**config.mk**
```make
export PLATFORM = sky130hd
export DESIGN_NAME = dump_text_key_value_deframer_unit
export DESIGN_NICKNAME = d
export VERILOG_FILES = /design/src/rtl/core/dtkv_pkg.sv /design/src/rtl/core/dtkv_step.sv /design/src/rtl/core/dump_text_key_value_deframer_unit.sv
export SDC_FILE = /design/constraint.sdc
export NUM_CORES = 1
export LEC_CHECK = 0
export BUFFER_PORTS_ARGS = -buffer_cell sky130_fd_sc_hd__buf_2
export CORE_UTILIZATION = 50
export CTS_CLUSTER_DIAMETER = 150
export CTS_CLUSTER_SIZE = 28
export DETAILED_ROUTE_END_ITERATION = 8
export PLACE_DENSITY = 0.7
export SYNTH_ARGS = -nofsm -noshare
export SYNTH_HDL_FRONTEND = slang
export SYNTH_SLANG_ARGS = --single-unit
export TNS_END_PERCENT = 1
```
**constraint.sdc**
```tcl
create_clock -name clk -period 5.93 [get_ports clk]
set_input_delay 0.2965 -clock clk [delete_from_list [all_inputs] [get_ports clk]]
set_output_delay 0.2965 -clock clk [all_outputs]
set_load 0.01 [all_outputs]
```
**src/rtl/core/dtkv_pkg.sv**
```systemverilog
`default_nettype none
package dtkv_pkg;

  localparam logic [7:0] ChrNewline   = 8'h0A;
  localparam logic [7:0] ChrSpace     = 8'h20;
  localparam logic [7:0] ChrBackslash = 8'h5C;
  localparam logic [7:0] ChrFooter    = 8'h44;  // 'D'
  localparam logic [7:0] ChrPrintLo   = 8'h20;
  localparam logic [7:0] ChrPrintHi   = 8'h7E;

  localparam logic [2:0] FooterLen = 3'd7;

  localparam logic [2:0] StRunning   = 3'd0;
  localparam logic [2:0] StDone      = 3'd1;
  localparam logic [2:0] StNonHex    = 3'd2;
  localparam logic [2:0] StNonPrint  = 3'd3;
  localparam logic [2:0] StEndInByte = 3'd4;
  localparam logic [2:0] StNoValue   = 3'd5;
  localparam logic [2:0] StBadStart  = 3'd6;

  localparam logic RegPrintMode    = 1'b0;
  localparam logic RegLeadingSpace = 1'b1;

  typedef enum logic [6:0] {
    PH_LINE   = 7'b0000001,
    PH_FIELD  = 7'b0000010,
    PH_HEXLO  = 7'b0000100,
    PH_ESC    = 7'b0001000,
    PH_ESCLO  = 7'b0010000,
    PH_FOOTER = 7'b0100000,
    PH_HOLD   = 7'b1000000
  } phase_t;

  typedef struct packed {
    phase_t     phase;
    logic [3:0] high_nibble;
    logic       high_invalid;
    logic       value_side;
    logic       key_has_bytes;
    logic [2:0] footer_pos;
    logic [2:0] status;
  } state_t;

  typedef struct packed {
    logic       print_mode;
    logic       leading_space;
  } cfg_t;

  typedef struct packed {
    logic [7:0] byte_out;
    logic       byte_valid;
    logic       in_value;
    logic       field_end;
    logic [2:0] status;
  } result_t;

  // footer text after the leading 'D'
  function automatic logic [7:0] footer_char(input logic [2:0] pos);
    logic [7:0] ch;
    case (pos)
      3'd0:    ch = 8'h41;  // A
      3'd1:    ch = 8'h54;  // T
      3'd2:    ch = 8'h41;  // A
      3'd3:    ch = 8'h3D;  // =
      3'd4:    ch = 8'h45;  // E
      3'd5:    ch = 8'h4E;  // N
      3'd6:    ch = 8'h44;  // D
      default: ch = 8'h00;
    endcase
    return ch;
  endfunction

  // {bad, nibble}
  function automatic logic [4:0] hex_val(input logic [7:0] c);
    logic [4:0] r;
    r = {1'b1, 4'h0};
    if (c inside {[8'h30:8'h39]}) begin
      r = {1'b0, c[3:0]};
    end else if (c inside {[8'h61:8'h66], [8'h41:8'h46]}) begin
      r = {1'b0, c[3:0] + 4'd9};
    end
    return r;
  endfunction

endpackage
`default_nettype wire

```
**src/rtl/core/dtkv_step.sv**
```systemverilog
`default_nettype none
module dtkv_step (
  input  wire dtkv_pkg::state_t  cur,
  input  wire dtkv_pkg::cfg_t    cfg,
  input  wire logic [7:0]        char_in,
  input  wire logic              end_flag,
  output dtkv_pkg::state_t       nxt,
  output dtkv_pkg::result_t      res
);

  logic [4:0] hv;
  logic       body;
  logic       stop;
  logic [2:0] stop_code;

  always_comb begin
    hv        = dtkv_pkg::hex_val(char_in);
    nxt       = cur;
    body      = 1'b0;
    stop      = 1'b0;
    stop_code = dtkv_pkg::StRunning;
    res       = '0;
    res.in_value = cur.value_side;

    case (cur.phase)
      dtkv_pkg::PH_HOLD: begin
      end
      dtkv_pkg::PH_FOOTER: begin
        if (cur.footer_pos != dtkv_pkg::FooterLen) begin
          if (!end_flag && char_in == dtkv_pkg::footer_char(cur.footer_pos)) begin
            nxt.footer_pos = cur.footer_pos + 3'd1;
          end else begin
            stop = 1'b1; stop_code = dtkv_pkg::StBadStart;
          end
        end else if (end_flag || char_in == dtkv_pkg::ChrNewline) begin
          stop = 1'b1; stop_code = dtkv_pkg::StDone;
        end else begin
          stop = 1'b1; stop_code = dtkv_pkg::StBadStart;
        end
      end
      dtkv_pkg::PH_HEXLO: begin
        if (end_flag) begin
          stop = 1'b1; stop_code = dtkv_pkg::StEndInByte;
        end else if (cur.high_invalid || hv[4]) begin
          stop = 1'b1; stop_code = dtkv_pkg::StNonHex;
        end else begin
          res.byte_out   = {cur.high_nibble, hv[3:0]};
          res.byte_valid = 1'b1;
          nxt.phase      = dtkv_pkg::PH_FIELD;
        end
      end
      dtkv_pkg::PH_ESC: begin
        if (end_flag) begin
          stop = 1'b1; stop_code = dtkv_pkg::StEndInByte;
        end else if (char_in == dtkv_pkg::ChrBackslash) begin
          res.byte_out   = dtkv_pkg::ChrBackslash;
          res.byte_valid = 1'b1;
          nxt.phase      = dtkv_pkg::PH_FIELD;
        end else if (hv[4]) begin
          stop = 1'b1; stop_code = dtkv_pkg::StNonHex;
        end else begin
          nxt.high_nibble = hv[3:0];
          nxt.phase       = dtkv_pkg::PH_ESCLO;
        end
      end
      dtkv_pkg::PH_ESCLO: begin
        if (end_flag) begin
          stop = 1'b1; stop_code = dtkv_pkg::StEndInByte;
        end else if (hv[4]) begin
          stop = 1'b1; stop_code = dtkv_pkg::StNonHex;
        end else begin
          res.byte_out   = {cur.high_nibble, hv[3:0]};
          res.byte_valid = 1'b1;
          nxt.phase      = dtkv_pkg::PH_FIELD;
        end
      end
      dtkv_pkg::PH_LINE: begin
        if (cfg.leading_space) begin
          if (end_flag) begin
            stop = 1'b1;
            stop_code = cur.value_side ? dtkv_pkg::StNoValue : dtkv_pkg::StDone;
          end else if (char_in == dtkv_pkg::ChrSpace) begin
            nxt.phase = dtkv_pkg::PH_FIELD;
          end else if (char_in == dtkv_pkg::ChrFooter && !cur.value_side) begin
            nxt.footer_pos = 3'd0;
            nxt.phase      = dtkv_pkg::PH_FOOTER;
          end else begin
            stop = 1'b1; stop_code = dtkv_pkg::StBadStart;
          end
        end else begin
          body = 1'b1;
        end
      end
      dtkv_pkg::PH_FIELD: body = 1'b1;
      default: begin
        stop = 1'b1; stop_code = dtkv_pkg::StBadStart;
      end
    endcase

    if (body) begin
      nxt.phase = dtkv_pkg::PH_FIELD;
      if (end_flag) begin
        stop = 1'b1;
        if (cur.value_side) begin
          res.field_end = 1'b1;
          stop_code     = dtkv_pkg::StDone;
        end else if (cfg.leading_space || cur.key_has_bytes) begin
          stop_code = dtkv_pkg::StNoValue;
        end else begin
          stop_code = dtkv_pkg::StDone;
        end
      end else if (char_in == dtkv_pkg::ChrNewline) begin
        res.field_end  = 1'b1;
        nxt.value_side = ~cur.value_side;
        if (cur.value_side) begin
          nxt.key_has_bytes = 1'b0;
        end
        nxt.phase = dtkv_pkg::PH_LINE;
      end else if (cfg.print_mode) begin
        if (char_in == dtkv_pkg::ChrBackslash) begin
          nxt.phase = dtkv_pkg::PH_ESC;
        end else if (char_in >= dtkv_pkg::ChrPrintLo && char_in <= dtkv_pkg::ChrPrintHi) begin
          res.byte_out   = char_in;
          res.byte_valid = 1'b1;
        end else begin
          stop = 1'b1; stop_code = dtkv_pkg::StNonPrint;
        end
      end else begin
        nxt.high_invalid = hv[4];
        nxt.high_nibble  = hv[3:0];
        nxt.phase        = dtkv_pkg::PH_HEXLO;
      end
    end

    // a completed byte on a key line marks the key as non-empty
    if (res.byte_valid && !cur.value_side) begin
      nxt.key_has_bytes = 1'b1;
    end

    if (stop) begin
      nxt.phase  = dtkv_pkg::PH_HOLD;
      nxt.status = stop_code;
    end
    res.status = nxt.status;
  end

endmodule
`default_nettype wire

```
**src/rtl/core/dump_text_key_value_deframer_unit.sv**
```systemverilog
// an accepted character's result word is registered and is valid in the cycle after acceptance
// throughput: one character per cycle unless result_stall holds a full result register;
// the parse step is a single pass of logic between the parser state register and the result register
// reset: parser returns to key line start, print_mode 0, leading_space 1,
// result register empty
`default_nettype none
module dump_text_key_value_deframer_unit (
  input  wire logic       clk,
  input  wire logic       rst,
  input  wire logic       wr_en,
  input  wire logic       wr_index,
  input  wire logic       wr_data,
  input  wire logic       item_valid,
  output logic            item_stall,
  input  wire logic [7:0] char_in,
  input  wire logic       end_flag,
  output logic            result_valid,
  input  wire logic       result_stall,
  output logic [7:0]      byte_out,
  output logic            byte_valid,
  output logic            in_value,
  output logic            field_end,
  output logic [2:0]      status
);

  dtkv_pkg::state_t  state;
  dtkv_pkg::state_t  state_next;
  dtkv_pkg::cfg_t    cfg;
  dtkv_pkg::result_t res_next;
  logic              accept;

  dtkv_step u_step (
    .cur      (state),
    .cfg      (cfg),
    .char_in  (char_in),
    .end_flag (end_flag),
    .nxt      (state_next),
    .res      (res_next)
  );

  // a new word enters whenever the result register is free or being drained
  assign item_stall = result_valid & result_stall;
  assign accept     = item_valid & ~item_stall;

  always_ff @(posedge clk) begin
    if (rst) begin
      cfg.print_mode    <= 1'b0;
      cfg.leading_space <= 1'b1;
    end else if (wr_en) begin
      if (wr_index == dtkv_pkg::RegPrintMode) begin
        cfg.print_mode <= wr_data;
      end else begin
        cfg.leading_space <= wr_data;
      end
    end
  end

  always_ff @(posedge clk) begin
    if (rst) begin
      state.phase         <= dtkv_pkg::PH_LINE;
      state.high_nibble   <= 4'h0;
      state.high_invalid  <= 1'b0;
      state.value_side    <= 1'b0;
      state.key_has_bytes <= 1'b0;
      state.footer_pos    <= 3'd0;
      state.status        <= dtkv_pkg::StRunning;
    end else if (accept) begin
      state <= state_next;
    end
  end

  always_ff @(posedge clk) begin
    if (rst) begin
      result_valid <= 1'b0;
    end else if (accept) begin
      result_valid <= 1'b1;
    end else if (!result_stall) begin
      result_valid <= 1'b0;
    end
  end

  always_ff @(posedge clk) begin
    if (accept) begin
      byte_out   <= res_next.byte_out;
      byte_valid <= res_next.byte_valid;
      in_value   <= res_next.in_value;
      field_end  <= res_next.field_end;
      status     <= res_next.status;
    end
  end

endmodule
`default_nettype wire

```
# Word level (Yosys, flattened, before mapping)
# Index checks and enable logic that the tools add are counted.
[op_classes]
add_sub_neg = 2
magnitude_cmp = 8
eq_ne = 36
muxes = 100
bitwise = 8
n_reduce_logical = 28
[ops]
columns = ["cell", "n"]
rows = [
  ["two-way mux 9 bit", 11],
  ["two-way mux 7 bit", 12],
  ["two-way mux 3 bit", 26],
  ["one-hot mux 7 bit (6 select lines)", 1],
  ["two-way mux 14 bit", 2],
  ["one-hot mux 7 bit (4 select lines)", 1],
  ["one-hot mux 9 bit (3 select lines)", 1],
  ["two-way mux 1 bit", 26],
  ["<= comparator 8 x 7 -> 1 bit (second input constant)", 3],
  ["two-way mux 8 bit", 3],
  ["!= test 4 x 2 -> 1 bit (second input constant)", 6],
  ["two-way mux 11 bit", 2],
  ["two-way mux 5 bit", 4],
  ["one-hot mux 3 bit (6 select lines)", 1],
  ["equality test 8 x 7 -> 1 bit (second input constant)", 2],
  ["greater-or-equal comparator 8 x 6 -> 1 bit (second input constant)", 2],
  ["greater-or-equal comparator 8 x 7 -> 1 bit (second input constant)", 2],
  ["two-way mux 4 bit", 3],
  ["AND reduction 11 bit", 1],
  ["!= test 2 x 1 -> 1 bit (second input constant)", 5],
  ["AND reduction 5 bit", 2],
  ["nonzero test 2 bit", 5],
  ["equality test 3 bit (second input constant)", 3],
  ["equality test 8 x 4 -> 1 bit (second input constant)", 1],
  ["34 further kinds", 57],
]
[word_totals]
ff_bits = 37
in_bits = 16
output_inout_bits = 16
wordCells = 197

# Depth between registers and ports, before layout
# Gate-level depths: netlist of the first run.
[logic_depth]
ltp_word = 18
ltp_mapped = 10
ltp_nobuf = 9

# Hierarchy
# Synthesis of the first run repeated with hierarchy kept, for this count alone.
[hier_totals]
hier_cells = 336
hier_area_um2 = 2920.3
[modules_own_cells]
columns = ["mod", "n_inst", "cells_each", "area_each_um2", "seq_area_each_um2"]
rows = [
  ["dtkv_step", 1, 223, 1557.7, 0.0],
  ["dump_text_key_value_deframer_unit", 1, 113, 1362.6, 880.8],
]

# Least setup slack after synthesis of the first run
# OpenSTA, ideal clock, no wires.
[synth_timing]
kind = "register -> register"
startpoint = "register state[4] (netlist bit)"
endpoint = "register status[2] (data pin)"
setup_time_ns = 0.260
arrival_time_ns = 2.751
required_time_ns = 5.670
slack_ns = 2.919
path_stages_with_launch = 10
path_buffers = 1
synth_period_minus_slack_ns = 3.011
cell_sequence = "dfxtp_1 -> inv_1 -> ha_1 -> clkbuf_1 -> o31a_1 -> or4_1 -> a2111oi_1 -> o21ai_0 -> a211o_1 -> mux2_2"
[synth_rtl]
columns = ["item", "line", "text"]
rows = [
  ["start: declaration", "dump_text_key_value_deframer_unit.sv:26", "dtkv_pkg::state_t state;"],
  ["start signal: assignment", "dump_text_key_value_deframer_unit.sv:68", "state <= state_next;"],
  ["end signal: assignment", "dump_text_key_value_deframer_unit.sv:88", "status <= res_next.status;"],
  ["end: declaration", "dump_text_key_value_deframer_unit.sv:23", "output logic [2:0] status"],
]

==> results of run 1 <==
## stage by stage
step	area, sq um	hold slack (ns)
finish	2900	0.218
global route	2900	0.254
CTS	2900	0.224
detailed placement	2820	0.486
global placement	2820	0.476
floorplan	2650	0.417
## worst reg2reg max path, delay by kind of cell (launching register included)
family | cells | cell delay [ns]
adder cells (fa/ha/maj) | 2 | 0.61
AO/OA/AOI/OAI | 4 | 1.44
AND/OR/NAND/NOR | 2 | 0.49
flip-flops | 1 | 0.36
multiplexers | 1 | 0.26
## state kept, by name, indices dropped and copies added, names as in the netlist
register,flops
byte_out,8
byte_valid,1
cfg,2
field_end,1
in_value,1
result_valid,1
state,20
status,3
## power by group
part | internal [W] | switching, W
Combinational | 0.0000657 | 0.000102
Clock | 0.0000812 | 0.0000946
Sequential | 0.000283 | 0.0000135
## how the worst max path moves through the flow
stage                                endpoint  slack [ns]                  start  depth (start not counted)
after CTS                 status[2]$_DFFE_PP_        2.58  state[3]$_SDFFE_PP0P_                          9
after floorplan           status[2]$_DFFE_PP_        2.92  state[4]$_SDFFE_PP0P_                          9
after global routing      status[2]$_DFFE_PP_        2.39  state[3]$_SDFFE_PP0P_                          9
after detailed placement  status[2]$_DFFE_PP_        2.66  state[3]$_SDFFE_PP0P_                          9
final                     status[2]$_DFFE_PP_        2.53  state[3]$_SDFFE_PP0P_                          9
after global placement    status[2]$_DFFE_PP_        2.74  state[3]$_SDFFE_PP0P_                          9
## cells in the mapped netlist, types with 2 or more instances
cell type | instances | share of area
a211o_1 | 4 | 0.013
a211oi_1 | 4 | 0.011
a21o_1 | 4 | 0.011
a21oi_1 | 17 | 0.032
a22o_1 | 2 | 0.0066
a22oi_1 | 8 | 0.023
a31oi_1 | 2 | 0.0047
and2_1 | 3 | 0.0071
and3_1 | 5 | 0.012
buf_2 | 3 | 0.0057
clkbuf_1 | 15 | 0.021
dfxtp_1 | 23 | 0.17
edfxtp_1 | 14 | 0.16
ha_1 | 10 | 0.047
inv_1 | 14 | 0.020
mux2i_1 | 3 | 0.011
nand2_1 | 30 | 0.042
nand2b_1 | 6 | 0.014
nand3_1 | 8 | 0.015
nand3b_1 | 3 | 0.0085
nand4_1 | 4 | 0.0094
nand4b_1 | 2 | 0.0066
nor2_1 | 32 | 0.045
nor2b_1 | 5 | 0.012
nor3_1 | 10 | 0.019
nor3b_1 | 2 | 0.0057
nor4_1 | 4 | 0.0094
nor4b_1 | 2 | 0.0066
o2111ai_1 | 4 | 0.013
o211a_1 | 2 | 0.0076
o211ai_1 | 5 | 0.014
o21a_1 | 3 | 0.0085
o21ai_0 | 20 | 0.038
o21bai_1 | 2 | 0.0057
o22ai_1 | 3 | 0.0071
o311a_1 | 2 | 0.0076
o31a_1 | 2 | 0.0066
o31ai_1 | 4 | 0.011
or3_1 | 5 | 0.012
or4_1 | 3 | 0.0085
xnor2_1 | 4 | 0.013
xor2_1 | 3 | 0.0099
## cells by family (layout without fill, tap and decap cells)
group           count (synthesis)  count (layout)  synth area share
simple gates                  129             129             0.253
compound gates                103             103             0.277
flops                          37              37             0.332
buf+inv                        35              55            0.0524
fa+ha+maj                      10              10            0.0472
xor+xnor                        7               7            0.0231
mux                             4               4            0.0156
## cells in the final DEF, fill, tap and decap left out, types with 5 or more instances in the layout
cell / synthesis / routed
a21oi_1: 17 / 17
or3_1: 5 / 5
clkbuf_8: 0 / 5
nor2_1: 32 / 32
o211ai_1: 5 / 5
buf_2: 3 / 31
inv_1: 14 / 14
edfxtp_1: 14 / 14
dfxtp_1: 23 / 23
o21ai_0: 20 / 20
a22oi_1: 8 / 8
nor3_1: 10 / 10
nand2_1: 30 / 30
ha_1: 10 / 10
nand3_1: 8 / 8
and3_1: 5 / 5
nor2b_1: 5 / 5
nand2b_1: 6 / 6
## cell type report
class	count	area, sq um	share of cell area
clock buffers	5	68.8	0.0237
clock inverters	3	17.5	0.00603
inverters	15	56.3	0.0194
multi-input cells	253	1630	0.561
flip-flops and latches	37	881	0.303
well taps	70	87.6	0.0302
repair buffers	32	163	0.0560
## metal layers
metal | vias to the layer above | share of wire | track usage
met5 | - | 0 | 0
li1 | 1261 | - | -
met2 | 118 | 0.46 | 0.408
met1 | 1198 | 0.44 | 0.348
met4 | 0 | 0.027 | 0.119
met3 | 19 | 0.068 | 0.0469
==> impl_metrics.toml, run 1 <==
[run_status]
outcome = "complete, no violations"

[worst_setup_path]
worstSetupStartpointType = "flip-flop"
r2r_slack_ns = 2.53
crit_type = "reg2reg"
critPathTopFamily = "compound AO/OA/AOI/OAI gates"
critical_path.slowest_cell = "a2111oi_1"
arrival_ns = 3.45
cpMostUsedCell = "ha_1"
critPathCaptureType = "flip-flop"
reg2reg_from = "state[3]$_SDFFE_PP0P_"
path_buf_inv = 0
path_max_fanout = 7
rr_worst_depth = 9
reg2reg_to = "status[2]$_DFFE_PP_"
worstPathRequired_ns = 5.98
cpPeakStageDelay_ns = 0.63
worstPathCellList = "ha_1 -> ha_1 -> a21oi_1 -> nor2_1 -> or4_1 -> a2111oi_1 -> o21ai_0 -> a211o_1 -> mux2_2"

[logic_synthesis]
synth_seq_area_share = 0.332
netlist_area_sq_um = 2650
ys.warnings.count = 0
syn_inst = 325
synth-main-ff-cell = "dfxtp_1"
async_flop_share = 0
syn_avg_cell_area_sq_um = 8.15
synth_edf_count = 14
synth_nets = 351
synth-seq-cells = 37
synth.distinct_cells = 66

[drt]
post_drt_wl_per_cell_um = 16.2
viasPerCell = 6.26
ant_nets = 0
dr.pass1.iters = 5
wirelength_mm = 6.71
drt_iter0_markers = 225
num_vias = 2596
route.detailed.drc = 0

[sta]
slew_viol_final = 0
fin_setup_tns_ns = 0
final_hold_viol_count = 0
skew_ns = 0.00811
min_period_ns = 3.40
worst_slew_pin_slew_ns = 0.740
fin_ws_ns = 2.53
clock.fmax_ghz = 0.294
finalCritPeriodShare = 0.573
relSlewSlack = 0.500
rsz0062_at_grt = "no"
finalSetupViolations = 0

[cells_and_area]
nNetsFinal = 370
instances_no_fill = 415
area_growth_pct = 9.58
drive_above_1_share = 0.139
post-route-util = 0.569
num-fill-cells = 494
antenna_cells = 0

[clocking]
cts-buffers-inserted = 5
cts_buffer_depth = 2
cts_resized = 0
path_clk_slew_ns = 0.08
cts.htree.levels = 2
cts-root-buf = "clkbuf_8"
post-cts-setup-buffer-count = 0
cts_hold_repair.buffers = 0
clock_sinks = 37
insertion_delay_ns = 0.30
cts_tree = "built"

[floorplanning]
die_h_um = 74.8
die_area_sq_um = 5600
core_sq_um = 5110
start_util = 0.519
ios = 32
die_x_um = 74.8
rows = 26

[placed_design]
gp_congestion = 0.946
dpl.cell_count = 407
place_ws_ns = 2.66
port_buffers = 31
dp_hpwl_mm = 4.95

[global_route]
gr-usage-all-layers = 0.260
grt_pass1_vias = 2353
grt_max_degree = 29
grt_overflow_total = 0
grt_pass1_wl_mm = 11.0
grt_antenna_before_repair = 0

[pwr]
ir_drop_mv = 0.113
p_leak_nw = 1.14
total_power_w = 0.000640
powerDensity_nw_per_um2 = 220

[worst_hold_path]
holdCritStartpoint = "item_valid"
whs_path_depth = 3
holdPathEnd = "result_valid$_SDFFE_PP0P_"
hold_path_class = "in2reg"

[job]
drv_cap = 0
No activity file was read; power rests on OpenSTA's default activity.
==> run 2: changes to the inputs <==
==> constraint.sdc (replaced) <==
create_clock -name clk -period 3.3 [get_ports clk]
set_input_delay 0.165 -clock clk [delete_from_list [all_inputs] [get_ports clk]]
set_output_delay 0.165 -clock clk [all_outputs]
set_load 0.01 [all_outputs]
==> impl_metrics.toml, run 2 (same netlist as run 1, synthesis figures left out) <==
[global_route]
grt_overflow_total = 0
grt_pass1_wl_mm = 11.0
grt_max_degree = 21
grt_pass1_vias = 2329
grt_antenna_before_repair = 0
gr-usage-all-layers = 0.259

[clocking]
cts-root-buf = "clkbuf_8"
cts-buffers-inserted = 5
cts.htree.levels = 2
clock_sinks = 37
cts_buffer_depth = 2
insertion_delay_ns = 0.30
post-cts-setup-buffer-count = 0
cts_tree = "built"
path_clk_slew_ns = 0.08

[cells_and_area]
area_growth_pct = 11.6
largestRegisters = "state x20, byte_out x8, status x3"
antenna_cells = 0
design_area_sq_um = 2960
final_common_cell = "nor2_1"
largest_register_ffs = 20
top_register = "state"
instances_no_fill = 422
drive_above_1_share = 0.159
mostFrequentLayoutCells = "32 x nor2_1, 31 x buf_2, 30 x nand2_1"
post-route-util = 0.579
nNetsFinal = 377

[drt]
met3_length_um = 439
met2WireLength_mm = 3.17
num_vias = 2564
ant_nets = 0
route.detailed.drc = 0
drt_iter0_markers = 215
post_drt_wl_per_cell_um = 16.0
viasPerCell = 6.08
wirelength_mm = 6.74
dr.pass1.iters = 5
wl_met1_mm = 3.02
highest_layer = "met4"

[pwr]
ir_drop_mv = 0.249
switching_power_w = 0.000384
seq_power_share = 0.459
powerDensity_nw_per_um2 = 392
clkPwrFrac = 0.278
p_leak_nw = 1.18
p_int_w = 0.000776
power.share.switching = 0.331
pwr-share-comb = 0.263

[sta]
skew_ns = 0.00899
final_hold_viol_count = 0
slew_viol_final = 0
relSlewSlack = 0.602
rsz0062_at_grt = "no"
min_period_ns = 3.11
finalSetupViolations = 0
fin_setup_tns_ns = 0
clock.fmax_ghz = 0.322
finalCritPeriodShare = 0.941
worst_slew_pin_slew_ns = 0.595

[worst_setup_path]
worstSetupStartpointType = "flip-flop"
crit_type = "reg2reg"
arrival_ns = 3.15
worstPathRequired_ns = 3.35
path_max_fanout = 6
critPathCaptureType = "flip-flop"

[placed_design]
dpl.cell_count = 414
gp_congestion = 0.986
place_area_sq_um = 2870
port_buffers = 31
dp_hpwl_mm = 5.02

[floorplanning]
die_area_sq_um = 5600
ios = 32
die_x_um = 74.8
core_sq_um = 5110
die_h_um = 74.8
start_util = 0.519
rows = 26

[worst_hold_path]
hold_path_class = "in2reg"

[job]
drv_cap = 0

[run_status]
outcome = "complete, no violations"
[run 2: changes by cell type in the layout (fill, tap and decap cells not counted), sizes merged]
cell / delta
buf: +7
[run 2: path summary, 6_finish.rpt]
| path | from | end | slack [ns] | depth (start not counted) |
|---|---|---|---|---|
| worst min-delay path | item_valid | result_valid$_SDFFE_PP0P_ | 0.09 | 3 |
| worst max register to register | state[3]$_SDFFE_PP0P_ | status[2]$_DFFE_PP_ | 0.19 | 8 |
| worst max-delay path | state[3]$_SDFFE_PP0P_ | status[2]$_DFFE_PP_ | 0.19 | 8 |
| worst min register to register | state[12]$_SDFFE_PP0P_ | state[12]$_SDFFE_PP0P_ | 0.51 | 2 |
[run 2: repair_timing]
action / 4_1_cts / 5_1_grt
hold buffers: 0 / 0
resized for setup: 0 / 2
setup endpoints to repair: 0 / 1
[run 2: critical path: stages (launching register included)]
cell and delay [ns]:
dfxtp_1 0.41, inv_1 0.08, ha_1 0.26, o31a_1 0.32
or4_1 0.48, a2111oi_1 0.53, o21ai_1 0.23, a211o_1 0.28
mux2_2 0.26
[run 2: layout make-up]
type / count / area (sq um)
tap: 70 / 87.6
fill: 499 / 2150
clock inverter: 3 / 17.5
clock buffer: 5 / 68.8
sequential: 37 / 882
multi-input combinational: 253 / 1630
inverter: 15 / 56.3
timing repair buffer: 39 / 215
[run 2: power groups by stage]
stage / sequential [W] / clock (W) / combinational, W
after global routing: 0.000537 / 0.000341 / 0.000337
final: 0.000532 / 0.000322 / 0.000305
after detailed placement: 0.000543 / 0 / 0.000298
after CTS: 0.000532 / 0.000321 / 0.000299
after floorplan: 0.000537 / 0 / 0.000219
after global placement: 0.000542 / 0 / 0.000294
[run 2: layer usage]
| layer | track usage | up-vias |
|---|---|---|
| li1 | - | 1273 |
| met5 | 0 | - |
| met1 | 0.342 | 1190 |
| met3 | 0.0535 | 8 |
| met2 | 0.425 | 93 |
| met4 | 0.0818 | 0 |
[run 2: through the flow]
stage / setup slack [ns] / hold WS [ns] / total power [W]
3_3_place_gp: 0.246 / 0.393 / 0.000836
4_1_cts: 0.123 / 0.0956 / 0.00115
6_report: 0.194 / 0.0942 / 0.00116
3_5_place_dp: 0.155 / 0.412 / 0.000841
5_1_grt: 0.0282 / 0.118 / 0.00122
2_1_floorplan: 0.289 / 0.286 / 0.000756
==> run 3: changes to the inputs <==
--- a/config.mk
+++ b/config.mk
@@ -6,6 +6,7 @@
 export NUM_CORES = 1
 export LEC_CHECK = 0
 export BUFFER_PORTS_ARGS = -buffer_cell sky130_fd_sc_hd__buf_2
+export CORE_ASPECT_RATIO = 0.8
 export CORE_UTILIZATION = 50
 export CTS_CLUSTER_DIAMETER = 150
 export CTS_CLUSTER_SIZE = 28
==> impl_metrics.toml, run 3 (same netlist as run 1, synthesis figures left out) <==
[worst_hold_path]
hold_path_class = "in2reg"

[drt]
drt_iter0_markers = 285
wirelength_mm = 6.94
num_vias = 2618
post_drt_wl_per_cell_um = 16.7
ant_nets = 0
viasPerCell = 6.31
route.detailed.drc = 0
dr.pass1.iters = 5

[floorplanning]
rows = 23
ios = 32
die_x_um = 83.4
die_h_um = 67.1
die_area_sq_um = 5600
core_sq_um = 5060
start_util = 0.523

[cells_and_area]
design_area_sq_um = 2960
final_common_cell = "nor2_1"
largestRegisters = "state x20, byte_out x8, status x3"
drive_above_1_share = 0.159
top_register = "state"
area_growth_pct = 11.6
nNetsFinal = 378
multi_input_area_sq_um = 1640
register_area_sq_um = 881
largest_register_ffs = 20
antenna_cells = 0
num-fill-cells = 476
mostFrequentLayoutCells = "32 x nor2_1, 31 x buf_2, 30 x nand2_1"

[sta]
finalSetupViolations = 0
fin_setup_tns_ns = 0
clock.fmax_ghz = 0.322
min_period_ns = 3.11
final_hold_viol_count = 0
relSlewSlack = 0.580
rsz0062_at_grt = "no"
slew_viol_final = 0
finalCritPeriodShare = 0.941
skew_ns = 0.00753
worst_slew_pin_slew_ns = 0.629

[worst_setup_path]
path_buf_inv = 1
critical_path.slowest_cell = "or4_1"
arrival_ns = 3.15
critPathCaptureType = "flip-flop"
cpPeakStageDelay_ns = 0.51
critPathTopFamily = "compound AO/OA/AOI/OAI gates"
worstPathCellList = "inv_1 -> ha_1 -> o31a_1 -> or4_1 -> a2111oi_2 -> o21ai_0 -> a211o_1 -> mux2_2"
worstPathRequired_ns = 3.35
crit_type = "reg2reg"
path_max_fanout = 6
worstSetupStartpointType = "flip-flop"

[clocking]
cts-root-buf = "clkbuf_8"
clock_sinks = 37
cts_hold_repair.buffers = 0
cts-buffers-inserted = 5
cts_buffer_depth = 2
cts_tree = "built"
cts.htree.levels = 2
path_clk_slew_ns = 0.07
insertion_delay_ns = 0.29

[job]
drv_cap = 0

[global_route]
grt_pass1_wl_mm = 11.3
grt_overflow_total = 0
grt_max_degree = 29
grt_antenna_before_repair = 0
gr-usage-all-layers = 0.258
grt_pass1_vias = 2261

[pwr]
ir_drop_mv = 0.246
powerDensity_nw_per_um2 = 390
p_leak_nw = 1.18

[placed_design]
gp_congestion = 0.922
place_area_sq_um = 2870
dp_hpwl_mm = 5.11
port_buffers = 31

[run_status]
outcome = "complete, no violations"
## run 3: final timing paths
path,start,end,cells after the start,slack [ns]
max,state[3]$_SDFFE_PP0P_,status[2]$_DFFE_PP_,8,0.19
min,item_valid,result_valid$_SDFFE_PP0P_,3,0.10
max reg2reg,state[3]$_SDFFE_PP0P_,status[2]$_DFFE_PP_,8,0.19
min reg2reg,state[0]$_SDFFE_PP0P_,state[0]$_SDFFE_PP0P_,2,0.50
## run 3: routing by layer
metal | GRT usage | share of wire | wire (um)
met1 | 0.354 | 0.47 | 3290
met2 | 0.424 | 0.45 | 3120
met3 | 0.0384 | 0.065 | 453
met4 | 0.0776 | 0.011 | 77
met5 | 0 | 0 | 0
## run 3: worst reg2reg max path: stages (launching register included)
cell	delay, ns
dfxtp_1	0.41
inv_1	0.09
ha_1	0.26
o31a_1	0.32
or4_1	0.51
a2111oi_2	0.46
o21ai_0	0.26
a211o_1	0.30
mux2_2	0.26
## run 3: metrics by stage
| stage | cells | util | hold slack, ns | total power, W | setup WS [ns] |
|---|---|---|---|---|---|
| finish | 415 | 0.584 | 0.104 | 0.00115 | 0.194 |
| global route | 415 | 0.584 | 0.136 | 0.00121 | 0.0266 |
| CTS | 415 | 0.583 | 0.106 | 0.00115 | 0.0652 |
| detailed placement | 407 | 0.566 | 0.408 | 0.000841 | 0.0914 |
| global placement | 407 | 0.566 | 0.389 | 0.000838 | 0.229 |
| floorplan | 325 | - | 0.286 | 0.000756 | 0.289 |
## run 3: final cells by class
class,count,area share
multi-input cells,253,0.553
flip-flops and latches,37,0.298
repair buffers,40,0.0753
well taps,62,0.0262
clock buffers,6,0.0245
inverters,15,0.0190
clock inverters,2,0.00381
## run 3: where the power goes
group | total [W] | switching [W] | internal, W | leakage [nW]
logic | 0.000307 | 0.000186 | 0.000121 | 0.810
registers | 0.000534 | 0.0000251 | 0.000509 | 0.328
clock network | 0.000311 | 0.000165 | 0.000147 | 0.0388
## run 3: what timing repair did
action                     in CTS  in global routing
setup endpoints to repair       0                  2
setup buffers                   0                  0
gates resized for setup         0                  1
